<file path="src/hw/rtl/rbs_pkg.sv">
// Shared types, widths and register codes for the ray/box slab intersect block.
package rbs_pkg;

    localparam int COORD_W            = 32;
    localparam int T_W                = 31;
    localparam int FRAC_BITS          = 16;
    localparam int DIFF_W             = COORD_W + 1;
    localparam int NUM_W              = DIFF_W + FRAC_BITS;
    localparam int AXES               = 3;
    localparam int FACES              = 6;
    localparam int DIV_STEPS          = T_W;
    localparam int DIV_BITS_PER_STAGE = 2;
    localparam int DIV_STAGES         = (DIV_STEPS + DIV_BITS_PER_STAGE - 1) / DIV_BITS_PER_STAGE;
    localparam int PROD_W             = 2 * COORD_W;
    localparam int PNT_W              = PROD_W - FRAC_BITS + 1;
    localparam int CFG_IDX_W          = 3;

    localparam logic [CFG_IDX_W-1:0] REG_BOX_MIN_X = 3'd0;
    localparam logic [CFG_IDX_W-1:0] REG_BOX_MAX_X = 3'd1;
    localparam logic [CFG_IDX_W-1:0] REG_BOX_MIN_Y = 3'd2;
    localparam logic [CFG_IDX_W-1:0] REG_BOX_MAX_Y = 3'd3;
    localparam logic [CFG_IDX_W-1:0] REG_BOX_MIN_Z = 3'd4;
    localparam logic [CFG_IDX_W-1:0] REG_BOX_MAX_Z = 3'd5;

    localparam logic [T_W-1:0] T_SAT = '1;

    typedef struct packed {
        logic signed [COORD_W-1:0] origin_x;
        logic signed [COORD_W-1:0] origin_y;
        logic signed [COORD_W-1:0] origin_z;
        logic signed [COORD_W-1:0] dir_x;
        logic signed [COORD_W-1:0] dir_y;
        logic signed [COORD_W-1:0] dir_z;
    } ray_t;

    typedef struct packed {
        logic                      hit;
        logic [T_W-1:0]            hit_distance;
        logic signed [COORD_W-1:0] point_x;
        logic signed [COORD_W-1:0] point_y;
        logic signed [COORD_W-1:0] point_z;
    } result_t;

    typedef struct packed {
        logic [AXES-1:0][COORD_W-1:0] lo;
        logic [AXES-1:0][COORD_W-1:0] hi;
    } box_t;

    // one face's division in flight: magnitudes plus partial quotient
    typedef struct packed {
        logic [NUM_W-1:0]   num;
        logic [COORD_W-1:0] den;
        logic [COORD_W-1:0] rem;
        logic [T_W-1:0]     quo;
        logic               ovf;
        logic               pos;
    } div_lane_t;

    typedef logic [PNT_W-1:0] pnt_t;

    function automatic logic signed [COORD_W-1:0] ray_org(input ray_t r, input int a);
        case (a)
            0:       ray_org = r.origin_x;
            1:       ray_org = r.origin_y;
            default: ray_org = r.origin_z;
        endcase
    endfunction

    function automatic logic signed [COORD_W-1:0] ray_dir(input ray_t r, input int a);
        case (a)
            0:       ray_dir = r.dir_x;
            1:       ray_dir = r.dir_y;
            default: ray_dir = r.dir_z;
        endcase
    endfunction

endpackage

</file>
<file path="src/hw/rtl/rbs_prep.sv">
// Front stage: per-face numerator and divisor magnitudes and sign check.
module rbs_prep (
    input  logic                                   clk,
    input  logic                                   rst_n,
    input  logic                                   en,
    input  logic                                   in_valid,
    input  rbs_pkg::ray_t                          in_ray,
    input  rbs_pkg::box_t                          box,
    output logic                                   out_valid,
    output rbs_pkg::ray_t                          out_ray,
    output rbs_pkg::div_lane_t [rbs_pkg::FACES-1:0] out_lanes
);

    logic                                   valid_reg;
    rbs_pkg::ray_t                          ray_reg;
    rbs_pkg::div_lane_t [rbs_pkg::FACES-1:0] lanes_reg;
    rbs_pkg::div_lane_t [rbs_pkg::FACES-1:0] lanes_next;

    always_comb
    begin
        logic signed [rbs_pkg::COORD_W-1:0] bound;
        logic signed [rbs_pkg::COORD_W-1:0] o;
        logic signed [rbs_pkg::COORD_W-1:0] d;
        logic signed [rbs_pkg::DIFF_W-1:0]  diff;
        logic [rbs_pkg::DIFF_W-1:0]         mag;
        for (int f = 0; f < rbs_pkg::FACES; f++)
        begin
            bound = (f < rbs_pkg::AXES) ? $signed(box.lo[f % rbs_pkg::AXES])
                                        : $signed(box.hi[f % rbs_pkg::AXES]);
            o    = rbs_pkg::ray_org(in_ray, f % rbs_pkg::AXES);
            d    = rbs_pkg::ray_dir(in_ray, f % rbs_pkg::AXES);
            diff = {bound[rbs_pkg::COORD_W-1], bound} - {o[rbs_pkg::COORD_W-1], o};
            mag  = diff[rbs_pkg::DIFF_W-1] ? rbs_pkg::DIFF_W'(-diff) : diff;
            lanes_next[f].num = {mag, {rbs_pkg::FRAC_BITS{1'b0}}};
            lanes_next[f].den = d[rbs_pkg::COORD_W-1] ? rbs_pkg::COORD_W'(-d) : d;
            lanes_next[f].rem = '0;
            lanes_next[f].quo = '0;
            lanes_next[f].ovf = 1'b0;
            // quotient is positive only for nonzero operands of equal sign
            lanes_next[f].pos = (d != '0) && (diff != '0)
                                && (diff[rbs_pkg::DIFF_W-1] == d[rbs_pkg::COORD_W-1]);
        end
    end

    always_ff @(posedge clk or negedge rst_n)
    begin
        if (!rst_n)
            valid_reg <= 1'b0;
        else if (en)
            valid_reg <= in_valid;
    end

    always_ff @(posedge clk)
    begin
        if (en)
        begin
            ray_reg   <= in_ray;
            lanes_reg <= lanes_next;
        end
    end

    assign out_valid = valid_reg;
    assign out_ray   = ray_reg;
    assign out_lanes = lanes_reg;

endmodule

</file>
<file path="config.mk">
export PLATFORM = sky130hd
export DESIGN_NAME = rbs_prep
export DESIGN_NICKNAME = d
export VERILOG_FILES = /design/src/hw/rtl/rbs_pkg.sv /design/src/hw/rtl/rbs_prep.sv
export SDC_FILE = /design/constraint.sdc
export NUM_CORES = 1
export LEC_CHECK = 0
export BUFFER_PORTS_ARGS = -buffer_cell sky130_fd_sc_hd__buf_2
export CORE_AREA = 2 2 562 564
export CTS_CLUSTER_SIZE = 10
export DETAILED_ROUTE_END_ITERATION = 10
export DIE_AREA = 0 0 564 566
export PLACE_DENSITY_LB_ADDON = 0.05
export SETUP_SLACK_MARGIN = 0.02
export SYNTH_ARGS = -nofsm -noshare
export SYNTH_HDL_FRONTEND = slang
export SYNTH_SLANG_ARGS = --single-unit
</file>
<file path="constraint.sdc">
create_clock -name clk -period 1.1 [get_ports clk]
set_input_delay 0.11 -clock clk [delete_from_list [all_inputs] [get_ports clk]]
set_output_delay 0.11 -clock clk [all_outputs]
set_load 0.01 [all_outputs]
</file>
==> metrics, run 1 <==
Post-Syn Area per Cell=roughly 10 sq um; Worst setup SP type=primary input; Yosys cell types=89; Die ar.=around 320000 sq um; Die Ht=between 500 and 600 um; post-route clock period utilization=3.041; Slew @ Worst Pin=562.0 ps; worst skew pair latency=roughly 800 ps; area of the multi-input gates=around 24000 sq um; Setup CP Type=in -> reg; post-synth top area share=0.4052; total wire length=203900 um; Max Cap Viol=0; Mapped Area=36240 sq um; pin count of the biggest net entering global routing=29; ranking of synthesized cells by area=edfxtp_1 41%, buf_4 12%, ha_1 7.4%; critical path's slowest cell=or4_4; Crit path max-delay family=simple AND/OR/NAND/NOR gates; Worst VDD drop=0.001001 V; design area=66640 sq um; Req. time, crit path=between 1500 and 2000 ps; dpl hpwl=about 170000 um; number of global-route vias before repair=roughly 37000; Slew Limit Fails=0; Final WS setup=-2245 ps; Area after DPL=56470 sq um; initial DRC count=about 1200; post-route ant nets=0; total global routing overflow=0; die width=between 500 and 600 um; CTS max path bufs=4; CTS tree=yes; final core utilization=0.2126; Synth area leader=edfxtp_1; outcome=complete, but fails checks; CP endpoint kind=flip-flop; Fillers=~35000; CP Cell Sequence=buf_8 -> inv_12 -> ha_4 -> fa_2 -> nor2b_4 -> o31a_1 -> o21ai_2 -> and2_4 -> xnor2_4 -> or4_4 -> nor2_4 -> nand2_2 -> or4_4 -> or3_4 -> nor4b_4 -> ha_2 -> and2_4; FF+latch count, synth=490; hold_ws=-423.0 ps; YS warnings=0; row count=a little over 200; R2R Setup Slk=360 ps; total number of vias=approximately 36000; register area share after synthesis=0.4059; Crit path buffers/inverters=2; Max Clock Skew=0 ps; core box area=313400 sq um; drt via density=3.394; Post-synth EDFFs=just under 500; ys async rst share=0.002041; Slew HR=0.6156; crit path time final=around 3300 ps; first-pass GRT wire length=between 200000 and 300000 um; Peak Freq=approximately 0.30 GHz; final setup vio count=860; I/O Pins=about 1500; final layout net count=approximately 7000; CTS buffer count=79; hold_sp=in_ray[0]; data arrival time of the worst path=between 3000 and 4000 ps; Pleak=28.56 nW; final hold violations=14; Clk pin slew, worst setup/hold paths=60 ps; 1st-pass router iterations=5; Reg area=14710 sq um; Hold Path Stages=1; worst hold-check path type=in -> reg; post-DR wirelength/cell=around 19 um; initial core utilization=0.1156; CP max FO=4; Power Dens Cells=around 1300 nW/um^2; Syn-to-layout area delta=83.88%; Syn Inst Count=approximately 3600; Root Driver=clkbuf_16; DR DRC count=0; R2R cell count=1; Tot GR Track Use=0.1227; FF-to-FF End=out_valid; failing checks=hold timing, setup timing; CTS sink count=490; Worst R2R Start=out_valid; RSZ-0062 raised after global routing=true; Worst Hold End=out_ray[0]; Most used DFF post-synth=edfxtp_1; PnR Total Power=between 0.08 and 0.09 W; CTS H-tree depth=3; share of cells above drive strength 1=0.5386; max incr delay on CP=about 560 ps; Final GP Congestion=0.7425; PortBufs=about 980; number of antenna violations at the first check in global routing=between 100 and 150
[cells in the mapped netlist, types with 7 or more instances]
cell / number
o31ai_1: 48
a211o_1: 10
nand4_1: 25
edfxtp_1: 489
a21oi_1: 217
and4_1: 7
a21boi_0: 8
nand3_1: 54
nor2b_1: 26
clkbuf_1: 81
o21ai_0: 170
o211a_1: 7
o21ai_1: 8
ha_1: 213
o41ai_1: 17
a211oi_1: 25
inv_1: 182
nand3b_1: 7
o21a_1: 44
nor3b_1: 13
a31o_2: 11
xnor2_1: 300
nor4b_1: 10
xor2_1: 122
o2111ai_1: 13
or2_2: 22
o21bai_1: 22
nor3_1: 50
or4_1: 27
and2_1: 27
nor2_1: 173
buf_4: 579
nand2b_1: 40
nor4_1: 23
o31a_1: 11
and3_1: 23
o211ai_1: 25
or3_1: 25
a21o_1: 66
nand2_1: 241
a31oi_1: 52
[worst max-delay path by stage]
| stage | endpoint | cells past startpoint | slack, ps | startpoint |
|---|---|---|---|---|
| 6_report | out_lanes[145] | 17 | -2250 | box[96] |
| 5_1_grt | out_lanes[145] | 17 | -2360 | box[96] |
| 4_1_cts | out_lanes[145] | 17 | -2170 | box[96] |
| 3_5_place_dp | out_lanes[145] | 17 | -3350 | box[96] |
| 3_3_place_gp | out_lanes[145] | 17 | -3390 | box[96] |
| 2_1_floorplan | out_lanes[145] | 16 | -2710 | box[96] |
[layout make-up]
type / count / share of cell area
well taps: 4160 / 0.07810
repair buffers: 2687 / 0.2956
diodes: 22 / 0.0008261
multi-input cells: 2777 / 0.3543
clock inverters: 48 / 0.006834
inverters: 183 / 0.01265
flip-flops and latches: 490 / 0.2207
repair inverters: 1 / 0.0001314
clock buffers: 93 / 0.03077
[sequential cells by signal, summed over array words and instances, names as in the netlist]
register	flops
out_lanes	297
out_ray	192
out_valid	1
[where the power goes]
group	switching (W)	total, W	internal (W)
registers	0.00136	0.0256	0.0242
clock network	0.0102	0.0254	0.0151
logic	0.0192	0.0366	0.0174
[layout by cell type, fill, tap and decap left out, types with 35 or more instances in the layout]
| cell | instances |
|---|---|
| a21o_1 | 64 |
| a21oi_1 | 129 |
| a21oi_2 | 61 |
| buf_12 | 53 |
| buf_2 | 950 |
| buf_4 | 1337 |
| buf_6 | 101 |
| clkbuf_16 | 81 |
| conb_1 | 480 |
| dlygate4sd3_1 | 216 |
| edfxtp_1 | 489 |
| ha_1 | 148 |
| ha_4 | 54 |
| inv_1 | 138 |
| nand2_1 | 188 |
| nand2_2 | 35 |
| nand3_1 | 41 |
| nor2_1 | 124 |
| nor2_4 | 36 |
| o21a_1 | 42 |
| o21ai_0 | 76 |
| o21ai_2 | 52 |
| xnor2_1 | 230 |
| xnor2_2 | 60 |
| xor2_1 | 104 |
[per-layer routing]
layer / vias to the layer above / share of wire / GRT usage
met5: - / 0.0018 / 0
met4: 56 / 0.025 / 0.03258
met3: 271 / 0.057 / 0.02778
met2: 1102 / 0.49 / 0.2142
met1: 16802 / 0.43 / 0.1499
li1: 17278 / - / -
[logic make-up (layout without fill, tap and decap cells)]
family                   count (synthesis)  count (layout)  share of synthesized area
buffers and inverters                  849            3012                     0.1480
AO/OA/AOI/OAI                          826             826                     0.1492
AND/OR/NAND/NOR                        821             821                     0.1154
flip-flops                             490             490                     0.4059
XOR/XNOR                               422             422                     0.1020
adder cells (fa/ha/maj)                219             219                    0.07685
multiplexers                             9               9                   0.002589
other                                    1             502                  0.0001035
[stage by stage]
| step | setup TNS [ps] | cells | setup WS (ps) |
|---|---|---|---|
| after floorplan | -448080 | 4116 | -2715 |
| after global placement | -659860 | 9920 | -3388 |
| after detailed placement | -658950 | 9920 | -3354 |
| after CTS | -674980 | 10378 | -2169 |
| after global routing | -702470 | 10450 | -2356 |
| final | -626650 | 10461 | -2245 |
[repair_timing]
item | CTS | global route
setup endpoints to repair | 845 | 860
hold endpoints to repair | 477 | 36
pin swaps | 261 | 185
hold buffers | 217 | 9
buffers inserted | 114 | 71
resized for setup | 521 | 255
gates cloned | 10 | 1
No activity file was read; power rests on OpenSTA's default activity.
==> run 2: changes to the inputs <==
--- a/config.mk
+++ b/config.mk
@@ -5,7 +5,7 @@
 export SDC_FILE = /design/constraint.sdc
 export NUM_CORES = 1
 export LEC_CHECK = 0
-export BUFFER_PORTS_ARGS = -buffer_cell sky130_fd_sc_hd__buf_2
+export BUFFER_PORTS_ARGS = -buffer_cell sky130_fd_sc_hd__clkbuf_2
 export CORE_AREA = 2 2 562 564
 export CTS_CLUSTER_SIZE = 10
 export DETAILED_ROUTE_END_ITERATION = 10
==> run 2 against run 1 <==
The flow still finishes with violations (hold timing, setup timing). Sequential share of layout area is 0.37 points higher. Worst setup slack worse by 28 ps. Register-to-register slack hardly changed. Global-route usage hardly changed. Core utilization is 0.35 points lower. Cell count is 0.67% lower. Critical endpoint unchanged. Largest power group unchanged.
==> metrics, run 2 (same netlist as run 1, synthesis figures left out) <==
outcome=complete, but fails checks; failing checks=hold timing, setup timing; Req. time, crit path=1660 ps (about the same); CTS max path bufs=4 (unchanged); pin count of the biggest net entering global routing=30 (+3.4%); share of cells above drive strength 1=0.5260 (-0.01262); Placed Cells=9891 (-0.29%); initial DRC count=1215 (+2.7%); Max Cap Viol=0 (unchanged); Slew @ Worst Pin=853.2 ps (+291.1 ps); row count=206 (unchanged); Slew HR=0.4294 (-0.1863); CP Cell Sequence=clkbuf_8 -> ha_4 -> fa_2 -> nor2b_4 -> o31a_1 -> buf_6 -> o21ai_4 -> xor2_2 -> nand2_1 -> or4_4 -> nor2_4 -> nand2_2 -> or4_4 -> or3_4 -> nor4b_4 -> ha_2 -> and2_4; Final GP Congestion=0.7424 (about the same); total number of vias=35269 (-0.68%); core box area=313400 sq um (unchanged); first-pass GRT wire length=279900 um (+0.29%); met2 Use GR=0.2149 (+0.0006538); commonest non-fill, non-tap cell in the layout=buf_4; FF-to-FF End=out_valid; final setup vio count=873 (+1.5%); Post-Layout Cell Count=10391 (-0.67%); commonest non-fill, non-tap cells in the layout=1293 x buf_4, 958 x clkbuf_2, 489 x edfxtp_1, 480 x conb_1, 229 x xnor2_1; Worst Hold End=out_lanes[358]; R2R Setup Slk=350 ps (about the same); 1st-pass router iterations=5 (unchanged); max FFs per register=297 (unchanged); CTS tree=yes; Top Usage Layer GRT=met2; max incr delay on CP=520 ps (-40 ps); Slew Limit Fails=0 (unchanged); Final WS setup=-2273 ps (-27.78 ps); Worst setup SP type=primary input; Setup CP Type=in -> reg; CP endpoint kind=flip-flop; Root Driver=clkbuf_16; worst hold-check path type=in -> reg; Worst VDD drop=0.001104 V (+10%); Max Clock Skew=0 ps (unchanged); final layout net count=6759 (-0.98%); Die ar.=319200 sq um (unchanged); Syn-to-layout area delta=80.89%; I/O Pins=1457 (unchanged); die width=564 um (unchanged); initial core utilization=0.1156 (unchanged); Peak Freq=0.2965 GHz (-0.82%); PortBufs=976 (unchanged); CTS buffer count=80 (+1.3%); CTS sink count=490 (unchanged); crit path time final=3373 ps (+27.78 ps); total wire length=205100 um (+0.56%); final core utilization=0.2092 (-0.003461); Worst R2R Start=out_valid; crit-path most repeated cell=or4_4; met1 Use GR=0.1498 (-0.0001557); data arrival time of the worst path=3930 ps (+40 ps); Crit path buffers/inverters=2 (unchanged); critical path's slowest cell=or4_4; R2R cell count=1 (unchanged); hold_sp=in_ray[1]; CP max FO=4 (unchanged); post-route clock period utilization=3.066 (+0.02525); dpl hpwl=171900 um (-0.13%); Clk pin slew, worst setup/hold paths=60 ps (about the same); hold_ws=-242.1 ps (+180.9 ps); DR DRC count=0 (unchanged); drt via density=3.394 (about the same); number of antenna violations at the first check in global routing=74 (-33%); CTS H-tree depth=3 (unchanged); RSZ-0062 raised after global routing=true; post-route ant nets=0 (unchanged); Pleak=28.35 nW (-0.73%); met3 Use GR=0.03011 (+0.002335); Crit path max-delay family=simple AND/OR/NAND/NOR gates; PnR Total Power=0.08677 W (-0.90%); worst skew pair latency=800 ps (about the same); Tot GR Track Use=0.1230 (+0.0003052); Die Ht=566 um (unchanged); Power Dens Cells=1324 nW/um^2 (+0.74%); post-DR wirelength/cell=19.74 um (+1.2%); number of global-route vias before repair=36397 (-1.0%); total global routing overflow=0 (unchanged); Hold Path Stages=3 (+2); final hold violations=7 (-7)
## run 2: cell count changes in the layout (fill, tap and decap cells not counted), moves of 11 or more
cell      change
buf_2       -950
buf_4        -44
clkbuf_2    +958
ha_4         -11
buf_6        -40
ha_1         +17
## run 2: how the worst max path moves through the flow
| stage | from | to | slack, ps | depth (start not counted) |
|---|---|---|---|---|
| 6_report | in_ray[160] | out_lanes[145] | -2270 | 17 |
| 5_1_grt | box[96] | out_lanes[145] | -2340 | 18 |
| 4_1_cts | in_ray[162] | out_lanes[145] | -2190 | 17 |
| 3_5_place_dp | box[96] | out_lanes[145] | -3390 | 17 |
| 3_3_place_gp | box[96] | out_lanes[145] | -3370 | 17 |
| 2_1_floorplan | box[96] | out_lanes[145] | -2710 | 16 |
## run 2: metrics by stage
step                TNS [ps]  hold WS, ps  cell area (sq um)  setup slack, ps
floorplan            -448080       -185.6              40800            -2715
global placement     -721110       -110.0              56190            -3370
detailed placement   -711090       -113.0              56190            -3386
CTS                  -690200       -336.4              63640            -2187
global route         -711000       -279.3              65530            -2342
finish               -632020       -242.1              65560            -2273
## run 2: timing repair
| item | 4_1_cts | 5_1_grt |
|---|---|---|
| gates cloned | 7 | 3 |
| pin swaps | 185 | 180 |
| hold buffers | 224 | 9 |
| resized for setup | 364 | 292 |
| buffers inserted | 82 | 61 |
| setup endpoints to repair | 847 | 872 |
| hold endpoints to repair | 399 | 22 |
## run 2: tightest hold or removal path, delay by kind of cell
family | cells | cell delay, ps
buffers and inverters | 2 | 170
AOI/OAI and AO/OA | 1 | 140
## run 2: cell type report
class                   count  area [sq um]
inverters                 183         817.0
fillers                 34808        247900
flip-flops and latches    490         14710
diodes                     20         50.05
multi-input cells        2777         23260
well taps                4160          5205
clock inverters            42         360.3
clock buffers              99          2095
repair buffers           2620         19060
## run 2: where the power goes
part | internal [W] | switching [W]
Combinational | 0.0169 | 0.0191
Sequential | 0.0242 | 0.00143
Clock | 0.0146 | 0.0105
Total | 0.0558 | 0.0310
## run 2: metal layers
metal	part of all wire	wire length, um
met1	0.43	87490
met2	0.49	100600
met3	0.057	11770
met4	0.024	4881
met5	0.0016	331
==> run 3: changes to the inputs <==
--- a/config.mk
+++ b/config.mk
@@ -6,10 +6,10 @@
 export NUM_CORES = 1
 export LEC_CHECK = 0
 export BUFFER_PORTS_ARGS = -buffer_cell sky130_fd_sc_hd__clkbuf_2
-export CORE_AREA = 2 2 562 564
+export CORE_AREA = 2 2 564 566
 export CTS_CLUSTER_SIZE = 10
 export DETAILED_ROUTE_END_ITERATION = 10
-export DIE_AREA = 0 0 564 566
+export DIE_AREA = 0 0 566 568
 export PLACE_DENSITY_LB_ADDON = 0.05
 export SETUP_SLACK_MARGIN = 0.02
 export SYNTH_ARGS = -nofsm -noshare
==> constraint.sdc (replaced) <==
create_clock -name clk -period 3.05 [get_ports clk]
set_input_delay 0.305 -clock clk [delete_from_list [all_inputs] [get_ports clk]]
set_output_delay 0.305 -clock clk [all_outputs]
set_load 0.01 [all_outputs]
==> run 3 against run 2 <==
The run ends with setup timing left. Critical path type unchanged. Routed wire length grew 2.8%. Clock-buffer cell count unchanged. Cell count is 1.6% lower.
==> metrics, run 3 (same netlist as run 1, synthesis figures left out) <==
row count=207 (+0.49%); Placed Cells=9767 (-1.3%); pin count of the biggest net entering global routing=46 (+53%); Pleak=26.87 nW (-5.2%); pre-CTS setup slack=-1625 ps (+1761 ps); FF-to-FF End=out_valid; Worst R2R Start=out_valid; worst skew pair latency=760 ps (-40 ps); Req. time, crit path=3590 ps (+1930 ps); CTS max path bufs=4 (unchanged); 1st-pass router iterations=5 (unchanged); crit-path most repeated cell=or4_4; Post-Layout Cell Count=10222 (-1.6%); Final WS setup=-572.3 ps (+1701 ps); metal2 WL=104900 um (+4.3%); Power Dens Cells=486.8 nW/um^2 (-63%); RSZ-0062 raised after global routing=true; worst setup path end=out_lanes[145]; dpl hpwl=180700 um (+5.2%); Clk pin slew, worst setup/hold paths=50 ps (about the same); max incr delay on CP=540 ps (+20 ps); max FFs per register=297 (unchanged); Worst setup SP type=primary input; Slew Limit Fails=0 (unchanged); Slew HR=0.4584 (+0.02909); Setup CP Type=in -> reg; failing checks=setup timing; Peak Freq=around 0.28 GHz; R2R cell count=1 (unchanged); crit path time final=approximately 3600 ps; commonest non-fill, non-tap cells in the layout=1190 x buf_4, 955 x clkbuf_2, 489 x edfxtp_1, 480 x conb_1, 258 x xnor2_1; Syn-to-layout area delta=72.16%; Root Driver=clkbuf_16; Cell Int Power=0.01947 W (-65%); number of global-route vias before repair=35364 (-2.8%); max layer used=met5; TNS Setup=-16080 ps (+615940 ps); number of antenna violations at the first check in global routing=44 (-41%); Slew @ Worst Pin=791.9 ps (-61.29 ps); Clock Power Share=0.290 (about the same); CTS H-tree depth=3 (unchanged); post-route clock period utilization=1.188; CTS tree=yes; Worst VDD drop=0.0003649 V (-67%); Tot GR Track Use=0.1264 (+0.003343); total global routing overflow=0 (unchanged); final hold violations=0 (-7); CP endpoint kind=flip-flop; Fillers=35169 (+1.0%); outcome=complete, but fails checks; initial DRC count=1424 (+17%); Die ar.=321500 sq um (+0.71%); drt via density=3.374 (-0.58%); Max Clock Skew=0 ps (unchanged); post-DR wirelength/cell=20.62 um (+4.5%); area of the multi-input gates=22060 sq um (-5.2%); share of cells above drive strength 1=0.4905 (-0.03553); Final GP Congestion=0.7815 (+5.3%); switch share=0.3590 (+0.001999); Die Ht=568 um (+0.35%); I/O Pins=1457 (unchanged); post-route ant nets=0 (unchanged); final layout net count=6587 (-2.5%); total number of vias=34494 (-2.2%); final setup vio count=99 (-89%); die width=566 um (+0.35%); data arrival time of the worst path=4160 ps (+230 ps); hold_ws=112.6 ps (+354.7 ps); PnR Total Power=0.03037 W (-65%); CTS buffer count=81 (+1.3%); CP max FO=3 (-1); total wire length=210800 um (+2.8%); CTS sink count=490 (unchanged); CP Launch Point=box[96]; worst hold-check path type=in -> reg; critical path's slowest cell=or4_4; initial core utilization=0.1146 (-0.001030); DR DRC count=0 (unchanged); R2R Setup Slk=2310 ps (+1960 ps); PortBufs=976 (unchanged); met3 WL=9617 um (-18%); CP Cell Sequence=clkbuf_16 -> inv_12 -> ha_4 -> fa_2 -> nor2b_4 -> o31a_1 -> buf_4 -> o21ai_2 -> and2_4 -> xnor2_2 -> or4_4 -> nor2_4 -> nand2_2 -> or4_4 -> or3_4 -> nor4b_4 -> ha_2 -> and2_1; combinational power share=0.400 (-0.015); Sequential Power Share=0.309 (+0.013); Max Cap Viol=0 (unchanged); first-pass GRT wire length=287900 um (+2.9%); commonest non-fill, non-tap cell in the layout=buf_4; Switch Pwr=0.01090 W (-65%); core box area=316200 sq um (+0.90%); Post-Route M1 WL=93090 um (+6.4%); Reg area=14710 sq um (unchanged)
-- run 3: cell types whose count changed in the layout (fill, tap and decap cells not counted), moves of 25 or more --
| cell | change |
|---|---|
| buf_12 | -25 |
| buf_4 | -103 |
| dlygate4sd3_1 | -31 |
| nand2_1 | +29 |
| o21ai_0 | +45 |
| o21ai_2 | -29 |
| xnor2_1 | +29 |
| xnor2_2 | -25 |
-- run 3: area by class of cell --
cell class,count,share of cell area
clock buffer,99,0.03357
antenna,9,0.0003610
tap,4180,0.08382
sequential,490,0.2357
inverter,183,0.01213
timing repair buffer,2447,0.2762
clock inverter,37,0.004612
multi-input combinational,2777,0.3536
-- run 3: worst max-delay path, delay by kind of cell --
kind	cells	cell delay [ps]
xor gates and xnor gates	1	130
adders and majority gates	3	830
and+or+nand+nor	9	2250
AOI/OAI and AO/OA	2	330
buffers and inverters	3	310
-- run 3: power groups by stage --
stage	clock, W	sequential [W]	combinational (W)
floorplan	0	0.00966	0.00500
CTS	0.00940	0.00950	0.0120
finish	0.00882	0.00940	0.0122
global placement	0	0.00964	0.0111
global route	0.00956	0.00951	0.0133
detailed placement	0	0.00962	0.0110
-- run 3: what timing repair did --
item,CTS,global route
hold endpoints to repair,277,0
resized for setup,308,295
hold buffers,195,0
endpoints found under the setup margin,186,157
pin swaps,149,150
cloned,3,1
buffers inserted,76,61
-- run 3: metrics by stage --
stage            util  cell area [sq um]
2_1_floorplan       -              39740
3_3_place_gp   0.1709              54040
3_5_place_dp   0.1709              54040
4_1_cts        0.1917              60610
5_1_grt        0.1973              62380
6_report       0.1973              62390
-- run 3: layer usage --
layer / GRT usage / vias to the layer above
met4: 0.01900 / 22
li1: - / 16756
met3: 0.02362 / 176
met1: 0.1606 / 16545
met5: 0 / -
met2: 0.2240 / 995
-- run 3: worst min path at each step --
stage          slack, ps  startpoint        endpoint  cells past startpoint
2_1_floorplan          9       rst_n       out_valid                      0
3_3_place_gp          80       rst_n       out_valid                      1
3_5_place_dp          80       rst_n       out_valid                      1
4_1_cts               30  in_ray[31]     out_ray[31]                      2
5_1_grt               40          en  out_lanes[849]                      1
6_report             110  in_ray[11]     out_ray[11]                      2
